### config.mk
export PLATFORM = sky130hd
export DESIGN_NAME = wse_queue
export DESIGN_NICKNAME = d
export VERILOG_FILES = /design/src/rtl/core/wse_pkg.sv /design/src/rtl/core/wse_queue.sv
export SDC_FILE = /design/constraint.sdc
export NUM_CORES = 1
export LEC_CHECK = 0
export ABC_CLOCK_PERIOD_IN_PS = 2000
export BUFFER_PORTS_ARGS = -buffer_cell sky130_fd_sc_hd__buf_2
export CAP_MARGIN = 5
export CORE_ASPECT_RATIO = 1.75
export CORE_MARGIN = 4
export CORE_UTILIZATION = 51
export CTS_CLUSTER_SIZE = 40
export DETAILED_ROUTE_END_ITERATION = 10
export PLACE_DENSITY = 0.85
export SETUP_SLACK_MARGIN = 0.3
export SLEW_MARGIN = 15
export SYNTH_ARGS = -nofsm -noshare
export SYNTH_HDL_FRONTEND = slang
export SYNTH_SLANG_ARGS = --single-unit
### constraint.sdc
create_clock -name clk -period 2 [get_ports clk]
set_input_delay 0.6 -clock clk [delete_from_list [all_inputs] [get_ports clk]]
set_output_delay 0.6 -clock clk [all_outputs]
set_load 0.005 [all_outputs]
### src/rtl/core/wse_pkg.sv
// ----------------------------------------------------------------------------
// wse_pkg
// Shared types and constants of the wheel speed estimator: commands,
// register indexes, configuration set and the word passed to the back end.
// ----------------------------------------------------------------------------
package wse_pkg;

  localparam int CMD_W       = 2;
  localparam int CFG_ADDR_W  = 2;
  localparam int CFG_DATA_W  = 24;
  localparam int GAIN_W      = 24;
  localparam int DEADBAND_W  = 15;
  localparam int THR_W       = 14;
  localparam int SPEED_W     = 16;
  localparam int KNOB_W      = 4;
  // Widest unwrapped angle delta (angle width up to 16 bits, plus sign).
  localparam int DELTA_W     = 17;
  localparam int Q_SHIFT     = 16;
  localparam int QUEUE_DEPTH = 4;
  localparam int QPTR_W      = $clog2(QUEUE_DEPTH);

  localparam logic [GAIN_W-1:0]     GAIN_RST     = 24'd65536;
  localparam logic [DEADBAND_W-1:0] DEADBAND_RST = 15'd30;
  localparam logic [THR_W-1:0]      UNWRAP_RST   = 14'd13653;
  localparam logic [THR_W-1:0]      KNOB_RST     = 14'd13653;

  typedef enum logic [CMD_W-1:0] {
    CMD_SAMPLE      = 2'd0,
    CMD_SAMPLE_KNOB = 2'd1,
    CMD_CLEAR       = 2'd2,
    CMD_NONE        = 2'd3
  } cmd_t;

  typedef enum logic [CFG_ADDR_W-1:0] {
    REG_SPEED_GAIN = 2'd0,
    REG_DEADBAND   = 2'd1,
    REG_UNWRAP_THR = 2'd2,
    REG_KNOB_THR   = 2'd3
  } cfg_reg_t;

  typedef struct packed {
    logic [GAIN_W-1:0]     speed_gain;
    logic [DEADBAND_W-1:0] deadband;
    logic [THR_W-1:0]      unwrap_thr;
    logic [THR_W-1:0]      knob_thr;
  } cfg_t;

  typedef struct packed {
    cmd_t                      kind;
    logic signed [DELTA_W-1:0] d_right;
    logic signed [DELTA_W-1:0] d_left;
    logic [KNOB_W-1:0]         knob_number;
    logic [KNOB_W-1:0]         knob_mode;
  } work_t;

  typedef struct packed {
    logic full;
    logic empty;
  } q_status_t;

endpackage

### src/rtl/core/wse_queue.sv
// ----------------------------------------------------------------------------
// wse_queue
// Short FIFO of classified words between the front and the back end.
// ----------------------------------------------------------------------------
module wse_queue import wse_pkg::*; (
  input  logic      clk,
  input  logic      rst_n,
  input  logic      push,
  input  work_t     push_data,
  input  logic      pop,
  output work_t     head,
  output q_status_t q_stat
);

  work_t             mem_r [QUEUE_DEPTH];
  logic [QPTR_W-1:0] wr_r;
  logic [QPTR_W-1:0] rd_r;
  logic [QPTR_W:0]   cnt_r;

  assign head         = mem_r[rd_r];
  assign q_stat.full  = (cnt_r == (QPTR_W+1)'(QUEUE_DEPTH));
  assign q_stat.empty = (cnt_r == '0);

  always_ff @(posedge clk) begin
    if (push) begin
      mem_r[wr_r] <= push_data;
    end
  end

  always_ff @(posedge clk) begin
    if (!rst_n) begin
      wr_r  <= '0;
      rd_r  <= '0;
      cnt_r <= '0;
    end else begin
      if (push) begin
        wr_r <= wr_r + 1'b1;
      end
      if (pop) begin
        rd_r <= rd_r + 1'b1;
      end
      if (push && !pop) begin
        cnt_r <= cnt_r + 1'b1;
      end else if (pop && !push) begin
        cnt_r <= cnt_r - 1'b1;
      end
    end
  end

endmodule

==> key figures <==
Worst setup path
  • Reg2Reg Setup Slack: 0.54 ns
  • Worst setup SP type: register
  • CP Max Fanout: 12
  • R2r startpoint: cnt_r[0]
  • Worst R2R Path Depth: 4
  • CP endpoint kind: output pin
  • Worst flop-to-flop path endpoint: cnt_r[2]
  • Req. time, crit path: approximately 1.4 ns
  • Setup CP Type: reg -> out
  • Critical Path AT: about 1.8 ns

Global routing
  • Total congestion overflow: 0
  • Gr usage total: 0.167
  • Vias in the first global route: 3411
  • Initial antenna violation count: 3
  • Pin count of the biggest net entering global routing: 45
  • First-pass GRT wire length: approximately 18 mm

STA
  • Worst slew margin: 0.812
  • Fmax: 0.426 GHz
  • Min Tclk post-route: 2.35 ns
  • Setup TNS: -12.14 ns
  • Unrepaired setup endpoints after global routing: yes
  • Worst slew pin tran: 0.282 ns
  • Final Hold Fails: 0
  • Pins Over Slew Limit: 0
  • Post-route setup slack: -0.347 ns
  • Final clock skew: 0.00716 ns
  • Fin crit share: 1.17
  • Final setup viols: 44
  • Worst hold margin: 0.398 ns

Yosys
  • Synth warn: 0
  • Netlist Area Pre-Place: slightly below 7000 sq um
  • Seq cells post-synth: around 190
  • Net count after synthesis: 327
  • Sequential-to-total area share from yosys stat: 0.798
  • Synth area leaders: edfxtp_1, mux4_2, dfxtp_1, mux4_1, buf_12
  • Yosys top cell by area: edfxtp_1
  • Mean Syn Cell Area: 25.1 sq um
  • Post-synth top area share: 0.771
  • Syn Inst Count: 273
  • Post-synth cell types: 22

Worst hold path
  • HP Class: in -> reg
  • Hold Startpoint: push_data[25]
  • Min-Delay Endpoint: mem_r[1][25]
  • WHS Path Cells: 1

Die
  • Core area: approximately 13000 sq um
  • I/O pins: 94
  • DIE WIDTH: 95.6 um
  • Die ar.: about 15000 sq um
  • Starting Density: 0.524
  • DIE HEIGHT: 161 um
  • # rows: 55

Clock tree
  • H-Tree Depth: 4
  • TritonCTS Buffers: 17
  • CTS tree: built
  • Hold_buf cts: 0
  • Max Buffers Root-to-Sink: 2
  • Worst-path clk slew: 0.06 ns
  • Clock latency on the worst-skew pair: 0.41 ns
  • Root Buffer: clkbuf_16
  • CTS Sinks: between 150 and 200

Drt
  • Final ANT Viol Nets: 0
  • Starting DRT DRC Count: 183
  • DRC: 0
  • Total Wirelength: 11.9 mm
  • Avg WL per Cell: roughly 21 um
  • Pre-antenna DRT Iters: 4
  • Via count: slightly above 3k
  • Vias per Instance: 5.36

Run
  • Max_cap viols: 0

Cells and area
  • P&R area growth vs syn: 20.8%
  • Commonest cells after routing, fill and taps aside: edfxtp_1, buf_2, mux4_2
  • Most common cell after layout, fill and taps aside: edfxtp_1
  • Share of post-route cells with drive strength above 1: 0.470
  • # nets final: 442

Power and ir drop
  • Leakage: roughly 2.8 nW
  • Power Density: about 1000 nW/um^2
  • Worst vdd ir: 0.744 mV

Place
  • RePlAce Congestion: 0.698
  • PortBufs: 93
  • Detailed placement HPWL: 7.42 mm

Status
  • Status: finished with violations
  • Failing checks: negative setup slack
==> synthesized netlist by cell type, drive strengths merged <==
library cell,instances
a21boi,1
and2,9
buf,9
clkbuf,1
dfxtp,9
edfxtp,176
fa,1
ha,5
inv,4
mux2i,2
mux4,44
nand2,1
nor2b,2
nor3,1
nor3b,1
o21ai,1
or3,1
xnor2,2
xor2,3
==> worst max path at each step <==
stage	to	slack (ns)
2_1_floorplan	cnt_r[2]	0.22
3_3_place_gp	cnt_r[2]	0.03
3_5_place_dp	cnt_r[2]	-0.07
4_1_cts	head[40]	-0.38
5_1_grt	head[30]	-0.41
6_report	head[30]	-0.35
==> cell type report <==
class	instances	area (sq um)
diodes	1	2.50
fillers	896	4800
multi-input cells	74	1290
well taps	171	214
inverters	4	27.5
repair buffers	106	708
flip-flops and latches	185	5480
clock inverters	11	124
clock buffers	20	437
==> critical path, stage by stage (launching register included) <==
cell,delay (ns)
dfxtp_4,0.43
buf_12,0.18
mux4_1,0.58
buf_2,0.15
==> registers in the layout, summed over array words and instances, names as in the netlist, named ones only <==
register	flops
cnt_r	3
mem_r	176
rd_r	2
wr_r	2
==> cells by family (layout without fill, tap and decap cells) <==
family,after synthesis,after routing,share of synthesized area
adder cells (fa/ha/maj),6,6,0.0121
AND/OR/NAND/NOR,15,15,0.0133
AO/OA/AOI/OAI,2,2,0.00183
other,0,1,0
multiplexers,46,46,0.150
XOR/XNOR,5,5,0.00639
flip-flops,185,185,0.798
buffers and inverters,14,141,0.0192
==> per-layer routing <==
layer,part of all wire,vias to the layer above,track usage,routed length [um]
li1,-,1381,-,-
met1,0.35,1570,0.181,4160
met2,0.57,88,0.290,6770
met3,0.045,24,0.0531,540
met4,0.032,4,0.0758,384
met5,0.0023,-,0,27
==> stage by stage <==
step	utilization	power [W]	setup WS, ns	cell area [sq um]	cells
6_report	0.633	0.00848	-0.347	8280	572
3_3_place_gp	0.584	0.00537	0.0306	7640	538
5_1_grt	0.633	0.00883	-0.411	8280	572
4_1_cts	0.630	0.00853	-0.382	8240	570
2_1_floorplan	-	0.00505	0.222	6890	273
3_5_place_dp	0.584	0.00542	-0.0707	7640	538
==> report_power, final <==
part	leakage (nW)	internal [W]	switching (W)	total, W
logic	0.867	0.000454	0.000396	0.000850
registers	1.69	0.00445	0.0000661	0.00451
clock network	0.268	0.00183	0.00129	0.00312
==> timing repair <==
item / 4_1_cts / 5_1_grt
cloned: 1 / 0
endpoints found under the setup margin: 45 / 46
buffers inserted: 0 / 1
resized for setup: 6 / 6
pin swaps: 0 / 2
Power figures use the tool's default switching activity.
