File: config.mk
export PLATFORM = sky130hd
export DESIGN_NAME = wse_back
export DESIGN_NICKNAME = d
export VERILOG_FILES = /design/src/rtl/core/wse_pkg.sv /design/src/rtl/core/wse_lane.sv /design/src/rtl/core/wse_back.sv
export SDC_FILE = /design/constraint.sdc
export NUM_CORES = 2
export LEC_CHECK = 0
export CORE_ASPECT_RATIO = 1.2
export CORE_MARGIN = 1.5
export CORE_UTILIZATION = 63
export CTS_CLUSTER_DIAMETER = 100
export DETAILED_ROUTE_END_ITERATION = 10
export DONT_BUFFER_PORTS = 1
export MAX_ROUTING_LAYER = met4
export PLACE_DENSITY = 0.81
export SLEW_MARGIN = 20
export SYNTH_ARGS = -nofsm -noshare
export SYNTH_HDL_FRONTEND = slang
export SYNTH_SLANG_ARGS = --single-unit
File: constraint.sdc
create_clock -name clk -period 27.7 [get_ports clk]
set_clock_uncertainty 0.2 [all_clocks]
set_input_delay 4.155 -clock clk [delete_from_list [all_inputs] [get_ports clk]]
set_output_delay 4.155 -clock clk [all_outputs]
set_load 0.01 [all_outputs]
File: src/rtl/core/wse_pkg.sv
// ----------------------------------------------------------------------------
// wse_pkg
// Shared types and constants of the wheel speed estimator: commands,
// register indexes, configuration set and the word passed to the back end.
// ----------------------------------------------------------------------------
package wse_pkg;

  localparam int CMD_W       = 2;
  localparam int CFG_ADDR_W  = 2;
  localparam int CFG_DATA_W  = 24;
  localparam int GAIN_W      = 24;
  localparam int DEADBAND_W  = 15;
  localparam int THR_W       = 14;
  localparam int SPEED_W     = 16;
  localparam int KNOB_W      = 4;
  // Widest unwrapped angle delta (angle width up to 16 bits, plus sign).
  localparam int DELTA_W     = 17;
  localparam int Q_SHIFT     = 16;
  localparam int QUEUE_DEPTH = 4;
  localparam int QPTR_W      = $clog2(QUEUE_DEPTH);

  localparam logic [GAIN_W-1:0]     GAIN_RST     = 24'd65536;
  localparam logic [DEADBAND_W-1:0] DEADBAND_RST = 15'd30;
  localparam logic [THR_W-1:0]      UNWRAP_RST   = 14'd13653;
  localparam logic [THR_W-1:0]      KNOB_RST     = 14'd13653;

  typedef enum logic [CMD_W-1:0] {
    CMD_SAMPLE      = 2'd0,
    CMD_SAMPLE_KNOB = 2'd1,
    CMD_CLEAR       = 2'd2,
    CMD_NONE        = 2'd3
  } cmd_t;

  typedef enum logic [CFG_ADDR_W-1:0] {
    REG_SPEED_GAIN = 2'd0,
    REG_DEADBAND   = 2'd1,
    REG_UNWRAP_THR = 2'd2,
    REG_KNOB_THR   = 2'd3
  } cfg_reg_t;

  typedef struct packed {
    logic [GAIN_W-1:0]     speed_gain;
    logic [DEADBAND_W-1:0] deadband;
    logic [THR_W-1:0]      unwrap_thr;
    logic [THR_W-1:0]      knob_thr;
  } cfg_t;

  typedef struct packed {
    cmd_t                      kind;
    logic signed [DELTA_W-1:0] d_right;
    logic signed [DELTA_W-1:0] d_left;
    logic [KNOB_W-1:0]         knob_number;
    logic [KNOB_W-1:0]         knob_mode;
  } work_t;

  typedef struct packed {
    logic full;
    logic empty;
  } q_status_t;

endpackage

File: src/rtl/core/wse_lane.sv
// ----------------------------------------------------------------------------
// wse_lane
// Speed pipeline of one wheel: gain multiply, truncate, saturate, deadband,
// moving-average window and constant divide by the tap count.
// ----------------------------------------------------------------------------
module wse_lane import wse_pkg::*; #(
  parameter int TAPS   = 20,
  parameter bit NEGATE = 1'b0
) (
  input  logic                      clk,
  input  logic                      rst_n,
  input  logic                      en,
  input  logic                      push,
  input  logic [GAIN_W-1:0]         gain,
  input  logic [DEADBAND_W-1:0]     deadband,
  input  logic signed [DELTA_W-1:0] delta,
  output logic signed [SPEED_W-1:0] avg
);

  localparam int P_W     = DELTA_W + GAIN_W + 1;
  localparam int T_W     = P_W - Q_SHIFT;
  localparam int SUM_W   = SPEED_W + $clog2(TAPS) + 1;
  localparam int MAG_W   = SUM_W - 1;
  localparam int K       = MAG_W + $clog2(TAPS);
  localparam int RECIP_W = MAG_W + 2;
  localparam int QP_W    = MAG_W + RECIP_W;
  localparam int QUO_W   = SPEED_W + 1;
  localparam longint unsigned RECIP_L =
    ((longint'(1) << K) + longint'(TAPS) - 1) / longint'(TAPS);
  localparam logic [RECIP_W-1:0]      RECIP   = RECIP_W'(RECIP_L);
  localparam logic signed [P_W-1:0]   RND     = P_W'((1 << Q_SHIFT) - 1);
  localparam logic signed [P_W-1:0]   P_ZERO  = '0;
  localparam logic signed [T_W-1:0]   SAT_HI  = T_W'(32767);
  localparam logic signed [T_W-1:0]   SAT_LO  = T_W'(-32768);
  localparam logic signed [SPEED_W-1:0] SPD_HI = 16'sh7FFF;
  localparam logic signed [SPEED_W-1:0] SPD_LO = 16'sh8000;

  logic signed [GAIN_W:0]    gain_eff_r, gain_eff_nxt;
  logic signed [P_W-1:0]     p_r;
  logic signed [P_W-1:0]     p_biased;
  logic signed [T_W-1:0]     t_r;
  logic signed [T_W-1:0]     t_mag;
  logic signed [T_W-1:0]     db_s;
  logic signed [SPEED_W-1:0] spd_r, spd_nxt;
  logic signed [SPEED_W-1:0] hist_r [TAPS];
  logic signed [SUM_W-1:0]   sum_r, sum_nxt;
  logic [MAG_W-1:0]          mag_r;
  logic                      neg_r;
  logic [QP_W-1:0]           qp;
  logic [QUO_W-1:0]          q_r;
  logic                      sign_r;

  // Gain folds in right negation; user changes gain only while idle, unchecked.
  always_comb begin
    gain_eff_nxt = $signed({1'b0, gain});
    if (NEGATE) begin
      gain_eff_nxt = -$signed({1'b0, gain});
    end
  end

  always_ff @(posedge clk) begin
    gain_eff_r <= gain_eff_nxt;
  end

  // Truncate toward zero: bias negative products before the shift.
  assign p_biased = p_r + (p_r[P_W-1] ? RND : P_ZERO);

  always_comb begin
    t_mag   = t_r[T_W-1] ? -t_r : t_r;
    db_s    = $signed(T_W'(deadband));
    spd_nxt = t_r[SPEED_W-1:0];
    if (t_r > SAT_HI) begin
      spd_nxt = SPD_HI;
    end else if (t_r < SAT_LO) begin
      spd_nxt = SPD_LO;
    end else if (t_mag < db_s) begin
      spd_nxt = '0;
    end
  end

  assign sum_nxt = sum_r - SUM_W'(hist_r[TAPS-1]) + SUM_W'(spd_r);
  assign qp      = mag_r * RECIP;

  always_ff @(posedge clk) begin
    if (en) begin
      p_r    <= delta * gain_eff_r;
      t_r    <= $signed(p_biased[P_W-1:Q_SHIFT]);
      spd_r  <= spd_nxt;
      neg_r  <= sum_r[SUM_W-1];
      mag_r  <= sum_r[SUM_W-1] ? MAG_W'(-sum_r) : MAG_W'(sum_r);
      q_r    <= QUO_W'(qp >> K);
      sign_r <= neg_r;
    end
  end

  // Window delay line and running sum.
  always_ff @(posedge clk) begin
    if (!rst_n) begin
      for (int i = 0; i < TAPS; i++) begin
        hist_r[i] <= '0;
      end
      sum_r <= '0;
    end else if (push) begin
      for (int i = TAPS - 1; i > 0; i--) begin
        hist_r[i] <= hist_r[i-1];
      end
      hist_r[0] <= spd_r;
      sum_r     <= sum_nxt;
    end
  end

  assign avg = sign_r ? $signed(-q_r[SPEED_W-1:0]) : $signed(q_r[SPEED_W-1:0]);

endmodule

File: src/rtl/core/wse_back.sv
// ----------------------------------------------------------------------------
// wse_back
// Executes queued words through both wheel lanes and holds the output word.
// ----------------------------------------------------------------------------
module wse_back import wse_pkg::*; #(
  parameter int TAPS = 20
) (
  input  logic                      clk,
  input  logic                      rst_n,
  input  cfg_t                      cfg,
  input  work_t                     head,
  input  q_status_t                 q_stat,
  output logic                      pop,
  input  logic                      out_ready,
  output logic                      out_valid,
  output logic signed [SPEED_W-1:0] speed_right,
  output logic signed [SPEED_W-1:0] speed_left,
  output logic [KNOB_W-1:0]         knob_number,
  output logic [KNOB_W-1:0]         knob_mode
);

  localparam int BACK_STAGES = 6;
  // Stage whose word is written into the averaging window on advance.
  localparam int PUSH_STAGE  = 2;

  typedef struct packed {
    logic              valid;
    cmd_t              kind;
    logic [KNOB_W-1:0] knob_number;
    logic [KNOB_W-1:0] knob_mode;
  } stage_tag_t;

  stage_tag_t                tag_r [BACK_STAGES];
  logic                      out_valid_r;
  logic signed [SPEED_W-1:0] speed_right_r, speed_left_r;
  logic [KNOB_W-1:0]         knob_number_r, knob_mode_r;
  logic signed [SPEED_W-1:0] avg_right, avg_left;
  logic                      en;
  logic                      win_push;

  assign en       = !out_valid_r || out_ready;
  assign pop      = en && !q_stat.empty;
  assign win_push = en && tag_r[PUSH_STAGE].valid &&
                    ((tag_r[PUSH_STAGE].kind == CMD_SAMPLE) ||
                     (tag_r[PUSH_STAGE].kind == CMD_SAMPLE_KNOB));

  wse_lane #(.TAPS(TAPS), .NEGATE(1'b1)) u_lane_right (
    .clk      (clk),
    .rst_n    (rst_n),
    .en       (en),
    .push     (win_push),
    .gain     (cfg.speed_gain),
    .deadband (cfg.deadband),
    .delta    (head.d_right),
    .avg      (avg_right)
  );

  wse_lane #(.TAPS(TAPS), .NEGATE(1'b0)) u_lane_left (
    .clk      (clk),
    .rst_n    (rst_n),
    .en       (en),
    .push     (win_push),
    .gain     (cfg.speed_gain),
    .deadband (cfg.deadband),
    .delta    (head.d_left),
    .avg      (avg_left)
  );

  always_ff @(posedge clk) begin
    if (!rst_n) begin
      for (int i = 0; i < BACK_STAGES; i++) begin
        tag_r[i] <= '0;
      end
      out_valid_r <= 1'b0;
    end else if (en) begin
      tag_r[0] <= '{valid:       !q_stat.empty,
                    kind:        head.kind,
                    knob_number: head.knob_number,
                    knob_mode:   head.knob_mode};
      for (int i = 1; i < BACK_STAGES; i++) begin
        tag_r[i] <= tag_r[i-1];
      end
      out_valid_r <= tag_r[BACK_STAGES-1].valid;
    end
  end

  always_ff @(posedge clk) begin
    if (en && tag_r[BACK_STAGES-1].valid) begin
      speed_right_r <= avg_right;
      speed_left_r  <= avg_left;
      knob_number_r <= tag_r[BACK_STAGES-1].knob_number;
      knob_mode_r   <= tag_r[BACK_STAGES-1].knob_mode;
    end
  end

  assign out_valid   = out_valid_r;
  assign speed_right = speed_right_r;
  assign speed_left  = speed_left_r;
  assign knob_number = knob_number_r;
  assign knob_mode   = knob_mode_r;

endmodule

==> impl_metrics.ini <==
[route]
drc = 10
routed_wl_um = 181000
vias_per_cell = 5.57
wl_per_cell_um = 18.9
drtIter0Drc = 3608
ant_nets = 0
dr.pass1.iters = 8
num_vias = 53311

[synthesis]
synth.top_cell.area_share_pct = 33.8
ys_types = 74
yosys-mux-area-fraction_pct = 0.0243
synth_common_cells = 1544 x inv_1, 1083 x fa_1, 990 x and2_1, 983 x edfxtp_1, 748 x ha_1
synth_area_sq_mm = 0.0874
synth-simple-area-share_pct = 13.0
synth_compound_area_share_pct = 4.73
synth.ff_latch_count = 1076
synth_top_family_by_area = adder cells
postSynthCellCount = 7751
synthAdderAreaFrac_pct = 35.5
syn_avg_cell_area_sq_um = 11.3
yosysMostFrequentCell = inv_1
synth_xor_area_share_pct = 3.17
yosysWarnings = 0
synth_area_leaders = edfxtp_1 34%, fa_1 25%, ha_1 11%
synth_nets = 9698
synth_edf_count = 983
synthArstFlopShare_pct = 0
yosysTopAreaCell = edfxtp_1
ys.flop_type = edfxtp_1
synth_seq_area_share_pct = 35.9

[sta]
final-max-slew-violation-count = 0
setup_viol = 0
max_freq_ghz = 0.0937
finalHoldViolCount = 0
fin_crit_sh_pct = 38.5
worst_slew_pin_slew_ps = 1100
finalSetupTns_ps = 0
slew_headroom_pct = 26.3
setup_ws_ps = 17030
rsz0062_at_grt = no
fin_crit_ps = 10670

[cts]
cts_setup_buffers = 0
cts_root_buf = clkbuf_16
path_clk_slew_ps = 60
cts.sinks = 1076
hold_buffers = 0
cts_buffers = 109
cts_tree = done
clk_path_buf_depth = 3
clk_latency_ps = 740
htreeDepth = 3
cts_resized = 0

[final_layout]
areaGrowthSynthToFinish_pct = 6.17
fin_nets = 9593
stdcell_count = 9570
final_layout_size_suffix_gt1_share_pct = 2.98
final_core_util_pct = 67.5

[run_status]
status = finished, violations left
violations = design-rule violations

[floorplanning]
die-area_sq_mm = 0.141
die_h_um = 411
start_util_pct = 63.5
io_pins = 158
die_w_um = 343
coreArea_sq_mm = 0.138
rows = 149

[global_route]
track_usage_pct = 27.5
grt_start_max_net_pins = 336
grt_pass1_wl_um = 296000
grt_antenna_before_repair = 15
first_global_vias = 57680
grt-ovfl-total = 0

[min_path]
hold_path.startpoint = tag_r[5][7]
holdPathEnd = knob_number[3]
hold_path_depth = 0
worstHoldPathType = flop to flop

[place]
hpwl_um = 135000
io_buffer_count = 0
place_congestion = 0.968
place_ws_ps = 16380
dpl.cell_count = 9345

[setup_path]
criticalPathCategory = input pin to flop
regToRegEndpoint = u_lane_right.p_r[41]
start_kind = input pin
rrSetupSlack_ps = 19740
r2r-start = u_lane_right.gain_eff_r[9]
end_kind = flop
worst-path-max-fanout = 16
cp.required_ps = 27950
cp.arrival_ps = 10920
rr_worst_depth = 22

[run]
drv_cap = 0
critical path: stages:
cell and delay (ps):
inv_1 570, nor2_1 130, fa_1 580, fa_1 440
fa_1 490, fa_1 420, fa_1 520, inv_1 50
fa_1 480, inv_1 40, ha_1 330, a21oi_1 150
o21ai_0 110, or4_1 450, a22oi_1 280, a211oi_1 160
o31a_1 340, o221a_2 280, or4_1 430, a41o_1 250
a21oi_1 170, xnor2_1 90
state kept, by name, summed over array words and instances, names as in the netlist, 21 cells and up:
signal,flops
u_lane_left.hist_r,320
u_lane_left.t_r,26
u_lane_left.gain_eff_r,23
u_lane_right.hist_r,320
u_lane_left.mag_r,21
tag_r,57
u_lane_left.sum_r,22
u_lane_right.gain_eff_r,25
u_lane_right.p_r,42
u_lane_left.p_r,42
u_lane_right.mag_r,21
u_lane_right.t_r,26
u_lane_right.sum_r,22
area by class of cell:
| type | count | area (sq um) |
|---|---|---|
| Multi-Input combinational cell | 4892 | 49400 |
| Fill cell | 10024 | 44800 |
| Inverter | 1545 | 5810 |
| Antenna cell | 15 | 37.5 |
| Clock inverter | 70 | 724 |
| Timing Repair Buffer | 22 | 238 |
| Tap cell | 1812 | 2270 |
| Sequential cell | 1076 | 31400 |
| Clock buffer | 138 | 2990 |
layer usage:
layer  track usage, %  vias to the layer above  routed length (um)
met1             32.5                    26813               70400
met5                -                        -                   0
li1                 -                    24497                   -
met2             46.8                     1512               92400
met4             11.0                        0                7300
met3             4.61                      489               10600
per-stage QoR:
| stage | cell area, sq um | hold slack [ps] |
|---|---|---|
| 2_1_floorplan | 87400 | 200 |
| 3_3_place_gp | 89000 | 201 |
| 3_5_place_dp | 89000 | 206 |
| 4_1_cts | 92700 | 221 |
| 5_1_grt | 92800 | 228 |
| 6_report | 92800 | 222 |
worst max path at each step:
stage	start	end	slack [ps]	depth (start not counted)
after floorplan	out_ready	u_lane_left.sum_r[15]	3200	7
after global placement	head[24]	u_lane_left.p_r[41]	16470	22
after detailed placement	head[24]	u_lane_left.p_r[41]	16380	22
after CTS	head[24]	u_lane_left.p_r[41]	17140	22
after global routing	head[24]	u_lane_left.p_r[41]	16840	22
final	head[24]	u_lane_left.p_r[41]	17030	22
cell families after synthesis:
kind of cell,Yosys count
and+or+nand+nor,2131
muxes,2
AOI/OAI and AO/OA,612
DFF,1076
xor gates and xnor gates,316
adders and majority gates,1831
buffers and inverters,1783
placed cells by master (no fill, tap or decap), drive strengths merged, types with 13 or more instances in the layout:
cell type	instances
a31oi	14
nand2	572
xnor2	236
fa	1083
clkbuf	138
xor2	80
diode	15
edfxtp	983
buf	22
ha	748
clkinv	46
or4	13
nand2b	52
a21oi	125
o21a	32
nand3	47
nor3	39
a21o	129
nor4	21
o41ai	17
o31ai	34
o21ai	106
nor2b	35
nor2	198
nand4	34
inv	1551
dfxtp	93
and2	990
or3	25
o22ai	33
a211oi	16
and3	75
Power is not shown: default switching activity piles up to over one toggle a cycle in this logic, so the estimate is an artifact.
