File: src/rtl/core/wse_pkg.sv
// ----------------------------------------------------------------------------
// wse_pkg
// Shared types and constants of the wheel speed estimator: commands,
// register indexes, configuration set and the word passed to the back end.
// ----------------------------------------------------------------------------
package wse_pkg;

  localparam int CMD_W       = 2;
  localparam int CFG_ADDR_W  = 2;
  localparam int CFG_DATA_W  = 24;
  localparam int GAIN_W      = 24;
  localparam int DEADBAND_W  = 15;
  localparam int THR_W       = 14;
  localparam int SPEED_W     = 16;
  localparam int KNOB_W      = 4;
  // Widest unwrapped angle delta (angle width up to 16 bits, plus sign).
  localparam int DELTA_W     = 17;
  localparam int Q_SHIFT     = 16;
  localparam int QUEUE_DEPTH = 4;
  localparam int QPTR_W      = $clog2(QUEUE_DEPTH);

  localparam logic [GAIN_W-1:0]     GAIN_RST     = 24'd65536;
  localparam logic [DEADBAND_W-1:0] DEADBAND_RST = 15'd30;
  localparam logic [THR_W-1:0]      UNWRAP_RST   = 14'd13653;
  localparam logic [THR_W-1:0]      KNOB_RST     = 14'd13653;

  typedef enum logic [CMD_W-1:0] {
    CMD_SAMPLE      = 2'd0,
    CMD_SAMPLE_KNOB = 2'd1,
    CMD_CLEAR       = 2'd2,
    CMD_NONE        = 2'd3
  } cmd_t;

  typedef enum logic [CFG_ADDR_W-1:0] {
    REG_SPEED_GAIN = 2'd0,
    REG_DEADBAND   = 2'd1,
    REG_UNWRAP_THR = 2'd2,
    REG_KNOB_THR   = 2'd3
  } cfg_reg_t;

  typedef struct packed {
    logic [GAIN_W-1:0]     speed_gain;
    logic [DEADBAND_W-1:0] deadband;
    logic [THR_W-1:0]      unwrap_thr;
    logic [THR_W-1:0]      knob_thr;
  } cfg_t;

  typedef struct packed {
    cmd_t                      kind;
    logic signed [DELTA_W-1:0] d_right;
    logic signed [DELTA_W-1:0] d_left;
    logic [KNOB_W-1:0]         knob_number;
    logic [KNOB_W-1:0]         knob_mode;
  } work_t;

  typedef struct packed {
    logic full;
    logic empty;
  } q_status_t;

endpackage

File: src/rtl/core/wse_front.sv
// ----------------------------------------------------------------------------
// wse_front
// Accepts sample ticks, unwraps angle deltas and runs the knob counters.
// ----------------------------------------------------------------------------
module wse_front import wse_pkg::*; #(
  parameter int ANGLE_BITS = 14
) (
  input  logic                  clk,
  input  logic                  rst_n,
  input  cfg_t                  cfg,
  input  logic                  in_acc,
  input  cmd_t                  cmd,
  input  logic [ANGLE_BITS-1:0] angle_right,
  input  logic [ANGLE_BITS-1:0] angle_left,
  output logic                  push,
  output work_t                 push_data
);

  localparam int D_W   = ANGLE_BITS + 1;
  localparam int C_W   = ((ANGLE_BITS > THR_W) ? ANGLE_BITS : THR_W) + 2;
  localparam int ACC_W = C_W;

  logic [ANGLE_BITS-1:0]     last_right_r, last_right_nxt;
  logic [ANGLE_BITS-1:0]     last_left_r, last_left_nxt;
  logic signed [ACC_W-1:0]   acc_right_r, acc_right_nxt;
  logic signed [ACC_W-1:0]   acc_left_r, acc_left_nxt;
  logic [KNOB_W-1:0]         number_r, number_nxt;
  logic [KNOB_W-1:0]         mode_r, mode_nxt;
  logic signed [D_W-1:0]     d_right, d_left;

  function automatic logic signed [D_W-1:0] unwrap(
    input logic [ANGLE_BITS-1:0] now,
    input logic [ANGLE_BITS-1:0] prev,
    input logic [THR_W-1:0]      thr
  );
    logic signed [C_W-1:0] d;
    logic signed [C_W-1:0] t;
    logic signed [C_W-1:0] r;
    d = $signed(C_W'(now)) - $signed(C_W'(prev));
    t = $signed(C_W'(thr));
    r = d;
    if (d < -t) begin
      r = d + $signed(C_W'(1) << ANGLE_BITS);
    end else if (d > t) begin
      r = d - $signed(C_W'(1) << ANGLE_BITS);
    end
    return $signed(r[D_W-1:0]);
  endfunction

  // Returns {counter, accumulator}.
  function automatic logic [KNOB_W+ACC_W-1:0] knob_step(
    input logic signed [ACC_W-1:0] acc,
    input logic signed [D_W-1:0]   d,
    input logic [KNOB_W-1:0]       cnt,
    input logic                    up_fwd,
    input logic [THR_W-1:0]        thr
  );
    logic signed [ACC_W-1:0] a;
    logic signed [ACC_W-1:0] t;
    logic [KNOB_W-1:0]       c;
    a = acc + ACC_W'(d);
    t = $signed(ACC_W'(thr));
    c = cnt;
    if (a > t) begin
      c = up_fwd ? cnt + 1'b1 : cnt - 1'b1;
      a = '0;
    end else if (a < -t) begin
      c = up_fwd ? cnt - 1'b1 : cnt + 1'b1;
      a = '0;
    end
    return {c, a};
  endfunction

  always_comb begin
    d_right        = unwrap(angle_right, last_right_r, cfg.unwrap_thr);
    d_left         = unwrap(angle_left, last_left_r, cfg.unwrap_thr);
    last_right_nxt = last_right_r;
    last_left_nxt  = last_left_r;
    acc_right_nxt  = acc_right_r;
    acc_left_nxt   = acc_left_r;
    number_nxt     = number_r;
    mode_nxt       = mode_r;
    unique case (cmd)
      CMD_SAMPLE: begin
        last_right_nxt = angle_right;
        last_left_nxt  = angle_left;
      end
      CMD_SAMPLE_KNOB: begin
        last_right_nxt              = angle_right;
        last_left_nxt               = angle_left;
        {number_nxt, acc_right_nxt} = knob_step(acc_right_r, d_right, number_r, 1'b0,
                                                cfg.knob_thr);
        {mode_nxt, acc_left_nxt}    = knob_step(acc_left_r, d_left, mode_r, 1'b1,
                                                cfg.knob_thr);
      end
      CMD_CLEAR: begin
        acc_right_nxt = '0;
        acc_left_nxt  = '0;
        number_nxt    = '0;
        mode_nxt      = '0;
      end
      CMD_NONE: begin
      end
    endcase
  end

  assign push      = in_acc;
  assign push_data = '{kind:        cmd,
                       d_right:     DELTA_W'(d_right),
                       d_left:      DELTA_W'(d_left),
                       knob_number: number_nxt,
                       knob_mode:   mode_nxt};

  always_ff @(posedge clk) begin
    if (!rst_n) begin
      last_right_r <= '0;
      last_left_r  <= '0;
      acc_right_r  <= '0;
      acc_left_r   <= '0;
      number_r     <= '0;
      mode_r       <= '0;
    end else if (in_acc) begin
      last_right_r <= last_right_nxt;
      last_left_r  <= last_left_nxt;
      acc_right_r  <= acc_right_nxt;
      acc_left_r   <= acc_left_nxt;
      number_r     <= number_nxt;
      mode_r       <= mode_nxt;
    end
  end

endmodule

File: config.mk
export PLATFORM = sky130hd
export DESIGN_NAME = wse_front
export DESIGN_NICKNAME = d
export VERILOG_FILES = /design/src/rtl/core/wse_pkg.sv /design/src/rtl/core/wse_front.sv
export SDC_FILE = /design/constraint.sdc
export NUM_CORES = 1
export LEC_CHECK = 0
export BUFFER_PORTS_ARGS = -buffer_cell sky130_fd_sc_hd__buf_2
export CAP_MARGIN = 5
export CELL_PAD_IN_SITES_DETAIL_PLACEMENT = 1
export CELL_PAD_IN_SITES_GLOBAL_PLACEMENT = 1
export CORE_AREA = 2 2 136 171
export DETAILED_ROUTE_END_ITERATION = 10
export DIE_AREA = 0 0 138 173
export PLACE_DENSITY = 0.79
export SETUP_SLACK_MARGIN = 0.2
export SKIP_LAST_GASP = 1
export SLEW_MARGIN = 20
export SYNTH_ARGS = -nofsm -noshare
export SYNTH_HDL_FRONTEND = slang
export SYNTH_SLANG_ARGS = --single-unit
File: constraint.sdc
create_clock -name clk -period 13.48 [get_ports clk]
set_input_delay 1.348 -clock clk [delete_from_list [all_inputs] [get_ports clk]]
set_output_delay 1.348 -clock clk [all_outputs]
set_load 0.01 [all_outputs]
==> Implementation_results.wiki, run 1 <==
{| class="wikitable"
! Metric !! Value
|-
| Status || finished clean
|-
| Maximum operating frequency || 90.13 MHz
|-
| Transition at the pin with the smallest max-transition slack || 884.3 ps
|-
| Clock group share of total power || 0.214
|-
| Clock tree from TritonCTS || built
|-
| Classification of the worst setup path || in2out
|-
| Fraction of layout cells with a size suffix above 1 || 0.1208
|-
| Vias in the first global route || 9,034
|-
| Routed length per instance || 18.76 um
|-
| Post-synth top area share || 0.2556
|-
| Routed WL || 28.44 mm
|-
| Internal Power || 0.6952 mW
|-
| Quantity of gates resized following cts || 0
|-
| Fin crit share || 0.8231
|-
| Num CTS Buffers || 9
|-
| Clk Latency, worst-skew pair || 350 ps
|-
| Final antenna-violating net count || 0
|-
| Total standard cell area after synthesis || 8957 um^2
|-
| DRC errors left || 0
|-
| Antenna diode count || 0
|-
| Overall overflow remaining after global route || 0
|-
| Half-perimeter wire length after placement || 23.09 mm
|-
| Setup-violating endpoint count in the final report || 0
|-
| Share of synthesized registers carrying an async set or reset || 0
|-
| Final layout net count || 1,515
|-
| Post-route clock skew || 6.550 ps
|-
| Reg-to-reg setup timing slack || 4560 ps
|-
| Weighted congestion at the end of routability-driven global placement || 0.8588
|-
| Initial Utilization || 0.4047
|-
| RSZ-0062 raised after global routing || false
|-
| Most common cell in the synthesized netlist || sky130_fd_sc_hd__ha_1
|-
| Sequential Power Share || 0.178
|-
| Synthesized netlist cell count || 1,142
|-
| CTS sink count || 68
|-
| Slew headroom || 0.4105
|-
| Global-route total usage across every layer || 0.2337
|-
| Seq/Total Area, Yosys || 0.1520
|-
| Post-synth top area cell || sky130_fd_sc_hd__ha_1
|-
| Power Density || 127.9 nW/um^2
|-
| Startpoint kind of the worst setup timing path || input pin
|-
| Net count of the mapped netlist || 1,429
|-
| Post-route cell area || 10,030 um^2
|-
| Worst EP arrival || 9750 ps
|-
| Crit-path slowest cell || sky130_fd_sc_hd__a211oi_1
|-
| Initial detailed-routing violation count || 309
|-
| Area of the core region || 22,130 um^2
|-
| Peak VDD IR || 72.27 uV
|-
| Final period demand of the worst path || 11,090 ps
|-
| Detailed Routing Iterations Pass 1 || 4
|-
| Total Die Area || 23,870 um^2
|-
| Crit path required time || 12,130 ps
|-
| Unique cell type count in the Yosys netlist || 83
|-
| Dominant register cell in the synthesized netlist || sky130_fd_sc_hd__dfxtp_1
|-
| Number of antenna violations at the first check in global routing || 0
|-
| Psw || 0.5875 mW
|-
| Clock root buffer master || sky130_fd_sc_hd__clkbuf_16
|-
| Leakage power total || 4.668 nW
|-
| Count of buffers from port buffering || 105
|-
| Number of synthesized flops with an enable pin || 0
|-
| Worst Hold Path Cells || 2
|-
| Largest driver fanout on the critical path || 8
|-
| Area after detailed placement || 9696 um^2
|-
| Worst stage delay on the critical path || 550 ps
|-
| Hold Fails Final Rpt || 0
|-
| Largest net degree at the start of global routing || 53
|-
| Syn_area_per_cell || 7.844 um^2
|-
| Buffers inserted during post-CTS setup optimization || 0
|-
| Post-synthesis register bit count || 68
|-
| Clock tree buffer depth || 2
|-
| Proportion of total power due to net switching || 0.4580
|-
| Path class of the lowest-slack min-delay path || reg2reg
|-
| Worst R2R Path Depth || 33
|-
| Clock slew at reported path FFs || 60 ps
|-
| Die Span X || 138 um
|-
| Leading cell types by total area after synthesis || sky130_fd_sc_hd__ha_1 (26%), sky130_fd_sc_hd__dfxtp_1 (15%), sky130_fd_sc_hd__nand2_1 (5.5%), sky130_fd_sc_hd__a21oi_1 (4.7%), sky130_fd_sc_hd__inv_1 (4.1%)
|-
| TNS Setup || 0 ps
|-
| Via density per instance || 5.787
|-
| Y dimension of the die || 173 um
|-
| Part of the total power dissipated in combinational logic || 0.607
|-
| Layout filler cell count || 2,779
|-
| First-pass GRT wire length || 45.75 mm
|-
| CP endpoint kind || output pin
|-
| Yosys warnings || 0
|-
| Post-synth top cells || sky130_fd_sc_hd__ha_1 (183), sky130_fd_sc_hd__nand2_1 (132), sky130_fd_sc_hd__inv_1 (98)
|-
| MaxCap Viol Count || 0
|-
| Count of hold buffers inserted by post-cts repair || 0
|-
| Number of core rows || 61
|-
| P&R area growth vs syn || 11.96%
|-
| Count of final max-slew check failures || 0
|-
| Top-level port count || 145
|-
| Total power || 1.283 mW
|-
| Level count of the clock H-tree || 3
|-
| Via Count || 8,773
|}
==> metrics by stage <==
stage | setup WS (ps) | utilization | instances | hold slack (ps)
global route | 1837 | 0.4531 | 1516 | 475.6
CTS | 2421 | 0.4529 | 1516 | 455.1
global placement | 2706 | 0.4380 | 1500 | 441.6
detailed placement | 2599 | 0.4380 | 1500 | 446.8
finish | 2385 | 0.4531 | 1516 | 453.8
floorplan | 3896 | - | 1142 | 436.2
==> metal layers <==
metal  vias up  GRT usage  routed length (um)
met5         -          0                   0
met4         0    0.08886                 870
met3        41    0.02160                 671
met2       126     0.4373               14460
met1      4279     0.2735               12440
li1       4327          -                   -
==> kinds of logic after synthesis <==
logic type               synth area share
AO/OA/AOI/OAI                      0.2548
XOR/XNOR                          0.06062
adder cells (fa/ha/maj)            0.2646
buffers and inverters             0.06188
flip-flops                         0.1520
multiplexers                      0.01453
AND/OR/NAND/NOR                    0.1916
==> final timing paths <==
path / endpoint / from
setup reg to reg: acc_left_r[7]$_SDFFE_PN0P_ / last_left_r[1]$_SDFFE_PN0P_
hold reg to reg: last_left_r[7]$_SDFFE_PN0P_ / last_left_r[7]$_SDFFE_PN0P_
setup / recovery: push_data[2] / angle_left[1]
hold / removal: last_left_r[7]$_SDFFE_PN0P_ / last_left_r[7]$_SDFFE_PN0P_
==> layout by cell type (no fill, tap or decap), drive strengths merged, types with 20 or more instances in the layout <==
cell	instances
ha	183
nand2	132
buf	110
inv	98
a21oi	88
dfxtp	68
nor2	62
o21ai	46
xnor2	42
a21o	39
nor3	25
nand3	25
nor2b	24
o21a	22
xor2	20
==> final cells by class <==
cell class | instances | area, um^2 | area share
multi-input combinational | 940 | 7049 | 0.7029
clock inverter | 3 | 68.82 | 0.006862
clock buffer | 13 | 260.3 | 0.02595
sequential | 68 | 1361 | 0.1357
inverter | 99 | 371.6 | 0.03706
timing repair buffer | 110 | 563.0 | 0.05614
tap | 283 | 354.1 | 0.03531
==> worst max-delay path, delay by kind of cell <==
kind | cells | cell delay, ps
buf+inv | 2 | 280
simple gates | 10 | 2480
fa+ha+maj | 4 | 1290
compound gates | 17 | 3650
xor+xnor | 2 | 660
==> flip-flops by register name, summed over array words and instances (netlist names) <==
signal and flops:
acc_left_r 16, acc_right_r 16, last_left_r 14, last_right_r 14, mode_r 4, number_r 4
==> power by group through the flow <==
stage / combinational (mW) / sequential [mW] / clock (mW)
finish: 0.779 / 0.229 / 0.275
global route: 0.866 / 0.231 / 0.284
CTS: 0.779 / 0.229 / 0.277
detailed placement: 0.769 / 0.233 / 0
global placement: 0.740 / 0.232 / 0
floorplan: 0.556 / 0.230 / 0
Note: power is estimated with default switching activity, not from simulation.
==> run 2, diff against run 1 <==
==> constraint.sdc (replaced) <==
create_clock -name clk -period 10.3 [get_ports clk]
set_input_delay 1.03 -clock clk [delete_from_list [all_inputs] [get_ports clk]]
set_output_delay 1.03 -clock clk [all_outputs]
set_load 0.01 [all_outputs]
==> run 2 against run 1 <==
  * Routed wire length about the same
  * Via count increased by 0.84%
  * Combinational power increased by 34%
  * Non-clock buffer count increased by 6
  * Clock skew increased by 1.6 ps
  * Sequential power increased by 31%
  * Design area increased by 0.49%
  * Die area unchanged
  * Utilization increased by 0.22 points
  * Cell count increased by 0.40%
  * Critical path type unchanged
  * Largest cell class unchanged
  * Highest routed layer unchanged
==> Implementation_results.wiki, run 2 (synthesis results as in run 1) <==
{| class="wikitable"
! Metric !! Value
|-
| Status || finished clean
|-
| Initial detailed-routing violation count || 290 (-6.1%)
|-
| Clock tree buffer depth || 2 (unchanged)
|-
| Via Count || 8,847 (+0.84%)
|-
| Antenna diode count || 0 (unchanged)
|-
| Routed WL || 28.43 mm (about the same)
|-
| Largest registers || acc_left_r (16), acc_right_r (16)
|-
| Final Instance Count excl. Fillers || 1,522 (+0.40%)
|-
| Fin crit share || 0.9280
|-
| Worst EP arrival || 8530 ps (-1220 ps)
|-
| Level count of the clock H-tree || 3 (unchanged)
|-
| Count of buffers from port buffering || 105 (unchanged)
|-
| Hold Fails Final Rpt || 0 (unchanged)
|-
| Clock root buffer master || sky130_fd_sc_hd__clkbuf_16
|-
| Total Die Area || 23,870 um^2 (unchanged)
|-
| Via density per instance || 5.813 (+0.45%)
|-
| P&R area growth vs syn || 12.50%
|-
| Multi-input combinational cell area || 7066 um^2 (+0.23%)
|-
| Number of antenna violations at the first check in global routing || 0 (unchanged)
|-
| MaxCap Viol Count || 0 (unchanged)
|-
| CP endpoint kind || output pin
|-
| Top-level port count || 145 (unchanged)
|-
| Overall overflow remaining after global route || 0 (unchanged)
|-
| Final antenna-violating net count || 0 (unchanged)
|-
| Path class of the lowest-slack min-delay path || reg2reg
|-
| Slew headroom || 0.2925 (-0.1180)
|-
| Worst Hold Path Cells || 2 (unchanged)
|-
| Classification of the worst setup path || in2out
|-
| Vias in the first global route || 9,335 (+3.3%)
|-
| Fraction of layout cells with a size suffix above 1 || 0.1283 (+0.007486)
|-
| Count of hold buffers inserted by post-cts repair || 0 (unchanged)
|-
| RSZ-0062 raised after global routing || false
|-
| Clock tree from TritonCTS || built
|-
| Y dimension of the die || 173 um (unchanged)
|-
| Most common cell after layout, fill and taps aside || sky130_fd_sc_hd__ha_1
|-
| Crit path required time || 9270 ps (-2860 ps)
|-
| Peak VDD IR || 87.80 uV (+21%)
|-
| Final layout net count || 1,521 (+0.40%)
|-
| Setup-violating endpoint count in the final report || 0 (unchanged)
|-
| Reg-to-reg setup timing slack || 2230 ps (-2330 ps)
|-
| Post-route clock skew || 8.122 ps (+1.571 ps)
|-
| Largest net degree at the start of global routing || 53 (unchanged)
|-
| Num CTS Buffers || 9 (unchanged)
|-
| Half-perimeter wire length after placement || 23.08 mm (about the same)
|-
| Initial Utilization || 0.4047 (unchanged)
|-
| Number of core rows || 61 (unchanged)
|-
| Final period demand of the worst path || 9558 ps
|-
| First-pass GRT wire length || 46.05 mm (+0.65%)
|-
| Count of final max-slew check failures || 0 (unchanged)
|-
| DRC errors left || 0 (unchanged)
|-
| Commonest cells after routing, fill and taps aside || sky130_fd_sc_hd__ha_1 (183), sky130_fd_sc_hd__nand2_1 (132), sky130_fd_sc_hd__buf_2 (105), sky130_fd_sc_hd__inv_1 (98), sky130_fd_sc_hd__a21oi_1 (85)
|-
| Worst stage delay on the critical path || 550 ps (about the same)
|-
| Leakage power total || 4.696 nW (+0.59%)
|-
| Placed Instances || 1,505 (+0.33%)
|-
| Worst R2R Path Depth || 34 (+3.0%)
|-
| TNS Setup || 0 ps (unchanged)
|-
| Startpoint kind of the worst setup timing path || input pin
|-
| Routed length per instance || 18.68 um (-0.45%)
|-
| Clock slew at reported path FFs || 60 ps (about the same)
|-
| Largest driver fanout on the critical path || 7 (-1)
|-
| Global-route total usage across every layer || 0.2340 (+0.0003239)
|-
| Maximum operating frequency || 104.6 MHz
|-
| Weighted congestion at the end of routability-driven global placement || 0.8848 (+3.0%)
|-
| Clk Latency, worst-skew pair || 360 ps (about the same)
|-
| Die Span X || 138 um (unchanged)
|-
| Crit-path slowest cell || sky130_fd_sc_hd__mux4_2
|-
| Sequential cell area in the final layout || 1361 um^2 (unchanged)
|-
| Area of the core region || 22,130 um^2 (unchanged)
|-
| Power Density || 167.1 nW/um^2 (+31%)
|-
| Layout filler cell count || 2,800 (+0.76%)
|-
| CTS sink count || 68 (unchanged)
|-
| Transition at the pin with the smallest max-transition slack || 1057 ps (+173.0 ps)
|-
| Detailed Routing Iterations Pass 1 || 4 (unchanged)
|}
-- run 2: cell types whose count changed in the layout (fill, tap and decap cells not counted), moves of 2 or more --
| cell | delta |
|---|---|
| sky130_fd_sc_hd__clkbuf_8 | -2 |
| sky130_fd_sc_hd__buf_4 | +6 |
| sky130_fd_sc_hd__clkinv_2 | +3 |
| sky130_fd_sc_hd__clkbuf_1 | -2 |
-- run 2: area by class of cell --
cell class | instances | area share
repair buffers | 116 | 0.06034
flip-flops and latches | 68 | 0.1351
well taps | 283 | 0.03514
inverters | 99 | 0.03688
clock inverters | 7 | 0.009064
clock buffers | 9 | 0.02235
multi-input cells | 940 | 0.7011
-- run 2: per-layer routing --
| layer | GRT usage | vias up | wire [um] |
|---|---|---|---|
| li1 | - | 4344 | - |
| met1 | 0.2681 | 4298 | 12100 |
| met2 | 0.4373 | 151 | 14500 |
| met3 | 0.02575 | 54 | 782 |
| met4 | 0.09864 | 0 | 1040 |
| met5 | 0 | - | 0 |
-- run 2: path summary, 6_finish.rpt --
| check | start | endpoint |
|---|---|---|
| worst min-delay path | last_left_r[4]$_SDFFE_PN0P_ | last_left_r[4]$_SDFFE_PN0P_ |
| worst min register to register | last_left_r[4]$_SDFFE_PN0P_ | last_left_r[4]$_SDFFE_PN0P_ |
| worst max-delay path | angle_right[0] | push_data[6] |
| worst max register to register | last_left_r[1]$_SDFFE_PN0P_ | acc_left_r[4]$_SDFFE_PN0P_ |
-- run 2: worst max-delay path, delay by kind of cell --
| family | cells | cell delay, ps |
|---|---|---|
| compound gates | 15 | 2970 |
| simple gates | 7 | 1020 |
| fa+ha+maj | 5 | 1750 |
| xor+xnor | 2 | 540 |
| mux | 2 | 830 |
| buf+inv | 4 | 370 |
-- run 2: repair_timing --
action,CTS,global route
endpoints found under the setup margin,0,5
resized for setup,0,4
setup buffers,0,1
-- run 2: through the flow --
step | area [um^2] | setup WS (ps) | hold slack (ps) | util | power [mW]
after floorplan | 8957 | 1352 | 436.2 | - | 1.028
after CTS | 10050 | 513.1 | 456.8 | 0.4540 | 1.688
after global routing | 10080 | 206.7 | 470.6 | 0.4553 | 1.820
after detailed placement | 9733 | 573.4 | 448.6 | 0.4397 | 1.329
after global placement | 9733 | 797.7 | 441.2 | 0.4397 | 1.290
final | 10080 | 741.8 | 452.8 | 0.4553 | 1.684
-- run 2: power by group --
part | leakage [nW] | switching (mW) | internal [mW]
Sequential | 0.552 | 0.0151 | 0.285
Combinational | 3.99 | 0.627 | 0.410
Clock | 0.155 | 0.136 | 0.211
==> run 3, diff against run 2 <==
--- a/config.mk
+++ b/config.mk
@@ -9,10 +9,10 @@
 export CAP_MARGIN = 5
 export CELL_PAD_IN_SITES_DETAIL_PLACEMENT = 1
 export CELL_PAD_IN_SITES_GLOBAL_PLACEMENT = 1
-export CORE_AREA = 2 2 136 171
+export CORE_AREA = 3 3 137 172
 export DETAILED_ROUTE_END_ITERATION = 10
-export DIE_AREA = 0 0 138 173
-export PLACE_DENSITY = 0.79
+export DIE_AREA = 0 0 140 175
+export PLACE_DENSITY = 0.88
 export SETUP_SLACK_MARGIN = 0.2
 export SKIP_LAST_GASP = 1
 export SLEW_MARGIN = 20
==> run 3 against run 2 <==
  * Sequential share of layout area about the same
  * Clock skew barely moved
  * Routed wire length is 5.1% higher
  * Register-to-register slack worse by 220 ps
  * Hold slack hardly changed
  * First-iteration DRC count up 41%
  * Design area grew 0.12%
  * Maximum frequency fell by 2.4%
  * Largest power group unchanged
==> Implementation_results.wiki, run 3 (synthesis results as in run 1) <==
{| class="wikitable"
! Metric !! Value
|-
| Status || finished clean
|-
| CP endpoint kind || output pin
|-
| Count of hold buffers inserted by post-cts repair || 0 (unchanged)
|-
| Count of buffers from port buffering || 105 (unchanged)
|-
| Setup-violating endpoint count in the final report || 0 (unchanged)
|-
| DRC errors left || 0 (unchanged)
|-
| Startpoint kind of the worst setup timing path || input pin
|-
| Clk Latency, worst-skew pair || 360 ps (about the same)
|-
| Peak VDD IR || 90.31 uV (+2.9%)
|-
| Most common cell after layout, fill and taps aside || sky130_fd_sc_hd__ha_1
|-
| Level count of the clock H-tree || 3 (unchanged)
|-
| Maximum operating frequency || 102.2 MHz (-2.4%)
|-
| Clock slew at reported path FFs || 60 ps (about the same)
|-
| Hold Fails Final Rpt || 0 (unchanged)
|-
| Largest net degree at the start of global routing || 53 (unchanged)
|-
| Met2 GRT Util || 0.4456 (+0.008332)
|-
| Via density per instance || 6.002 (+3.3%)
|-
| CTS sink count || 68 (unchanged)
|-
| Routed WL || 29.87 mm (+5.1%)
|-
| Worst R2R Path Depth || 35 (+2.9%)
|-
| Y dimension of the die || 175 um (+1.2%)
|-
| Internal Power || 0.9000 mW (-0.69%)
|-
| Proportion of total power due to net switching || 0.4675 (+0.005614)
|-
| P&R area growth vs syn || 12.64%
|-
| Highest-utilization routing layer at the global route stage || met2
|-
| Power Density || 167.5 nW/um^2 (+0.23%)
|-
| Num CTS Buffers || 9 (unchanged)
|-
| Worst EP arrival || 8760 ps (+230 ps)
|-
| Transition at the pin with the smallest max-transition slack || 1137 ps (+79.85 ps)
|-
| Sequential Power Share || 0.178 (about the same)
|-
| Post-route clock skew || 8.436 ps (+0.3147 ps)
|-
| RSZ-0062 raised after global routing || true
|-
| Antenna diode count || 0 (unchanged)
|-
| Clock tree from TritonCTS || built
|-
| Crit path required time || 9270 ps (about the same)
|-
| Via Count || 9,129 (+3.2%)
|-
| Clock group share of total power || 0.200 (-0.006)
|-
| Cell type group with the largest total delay on the critical path || compound AO/OA/AOI/OAI gates
|-
| Leakage power total || 4.686 nW (-0.21%)
|-
| Total Die Area || 24,500 um^2 (+2.6%)
|-
| Slew headroom || 0.2419 (-0.05063)
|-
| Part of the total power dissipated in combinational logic || 0.622 (+0.006)
|-
| Detailed Routing Iterations Pass 1 || 5 (+1)
|-
| Total power || 1.690 mW (+0.35%)
|-
| Area of the core region || 22,130 um^2 (unchanged)
|-
| Layout filler cell count || 2,781 (-0.68%)
|-
| Worst Hold Path Cells || 2 (unchanged)
|-
| MaxCap Viol Count || 0 (unchanged)
|-
| Commonest cells after routing, fill and taps aside || sky130_fd_sc_hd__ha_1 (183), sky130_fd_sc_hd__nand2_1 (132), sky130_fd_sc_hd__buf_2 (105), sky130_fd_sc_hd__inv_1 (98), sky130_fd_sc_hd__a21oi_1 (85)
|-
| Path class of the lowest-slack min-delay path || reg2reg
|-
| Worst stage delay on the critical path || 610 ps (+60 ps)
|-
| Clock tree buffer depth || 2 (unchanged)
|-
| Multi-input combinational cell area || 7097 um^2 (+0.44%)
|-
| Count of final max-slew check failures || 0 (unchanged)
|-
| Number of core rows || 61 (unchanged)
|-
| Half-perimeter wire length after placement || 23.71 mm (+2.7%)
|-
| Overall overflow remaining after global route || 0 (unchanged)
|-
| Sequential cell area in the final layout || 1361 um^2 (unchanged)
|-
| Fraction of layout cells with a size suffix above 1 || 0.1292 (+0.0009114)
|-
| Number of antenna violations at the first check in global routing || 0 (unchanged)
|-
| Top-level port count || 145 (unchanged)
|-
| Final layout net count || 1,520 (-0.066%)
|-
| Initial detailed-routing violation count || 409 (+41%)
|-
| Initial Utilization || 0.4047 (unchanged)
|-
| TNS Setup || 0 ps (unchanged)
|-
| Final antenna-violating net count || 0 (unchanged)
|-
| Vias in the first global route || 9,610 (+2.9%)
|-
| Final period demand of the worst path || 9789 ps (+231.0 ps)
|-
| Classification of the worst setup path || in2out
|-
| Die Span X || 140 um (+1.4%)
|-
| Routed length per instance || 19.64 um (+5.1%)
|-
| First-pass GRT wire length || 47.24 mm (+2.6%)
|-
| GR met1 Demand/Resource || 0.2588 (-0.009293)
|-
| Global-route total usage across every layer || 0.2349 (+0.0008943)
|-
| Largest registers || acc_left_r (16), acc_right_r (16)
|-
| Levels on crit path || 36 (+2.9%)
|-
| Psw || 0.7900 mW (+1.6%)
|-
| Largest driver fanout on the critical path || 7 (unchanged)
|-
| Crit-path slowest cell || sky130_fd_sc_hd__mux4_2
|-
| Fin crit share || 0.9504 (+0.02243)
|-
| M3 GR Usage || 0.02984 (+0.004084)
|-
| Buffering stage count on the worst path with inverters included || 4 (unchanged)
|-
| Clock root buffer master || sky130_fd_sc_hd__clkbuf_16
|-
| Weighted congestion at the end of routability-driven global placement || 0.9341 (+5.6%)
|}
-- run 3: what timing repair did --
item                                   4_1_cts  5_1_grt
gates resized for setup                      0       10
setup buffers                                0        3
setup endpoints to repair                    0        8
endpoints found under the hold margin        0        0
-- run 3: final cells by class --
type / count / share of cell area
Multi-Input combinational cell: 940 / 0.7034
Sequential cell: 68 / 0.1349
Timing Repair Buffer: 115 / 0.05952
Inverter: 99 / 0.03683
Tap cell: 283 / 0.03509
Clock buffer: 13 / 0.02579
Clock inverter: 3 / 0.004464
-- run 3: stage by stage --
step | util | instance area, um^2 | cells | worst slack [ps] | hold slack, ps
floorplan | - | 8957 | 1142 | 1352 | 436.2
global placement | 0.4387 | 9711 | 1502 | 659.0 | 441.7
detailed placement | 0.4387 | 9711 | 1502 | 437.6 | 447.7
CTS | 0.4525 | 10020 | 1518 | 364.4 | 456.2
global route | 0.4559 | 10090 | 1521 | 98.03 | 474.5
finish | 0.4559 | 10090 | 1521 | 510.8 | 452.6
-- run 3: final timing paths --
path | slack [ps] | startpoint | to
max reg2reg | 2010 | last_right_r[1]$_SDFFE_PN0P_ | acc_right_r[8]$_SDFFE_PN0P_
max | 510 | angle_right[1] | push_data[6]
min | 450 | last_left_r[2]$_SDFFE_PN0P_ | last_left_r[2]$_SDFFE_PN0P_
min reg2reg | 450 | last_left_r[2]$_SDFFE_PN0P_ | last_left_r[2]$_SDFFE_PN0P_
-- run 3: worst min-delay path, delay by kind of cell, from the launching register on --
kind / cells / cell delay (ps)
DFF: 1 / 310
and+or+nand+nor: 1 / 50
AOI/OAI and AO/OA: 1 / 50
-- run 3: per-layer routing --
metal | part of all wire | routed length (um)
met5 | 0 | 0
met4 | 0.037 | 1096
met3 | 0.031 | 919
met2 | 0.53 | 15840
met1 | 0.40 | 12010
-- run 3: power groups by stage --
stage	combinational [mW]	clock (mW)	sequential (mW)
5_1_grt	1.16	0.352	0.303
4_1_cts	1.03	0.342	0.300
3_5_place_dp	1.02	0	0.306
3_3_place_gp	0.959	0	0.304
2_1_floorplan	0.727	0	0.301
6_report	1.05	0.338	0.300
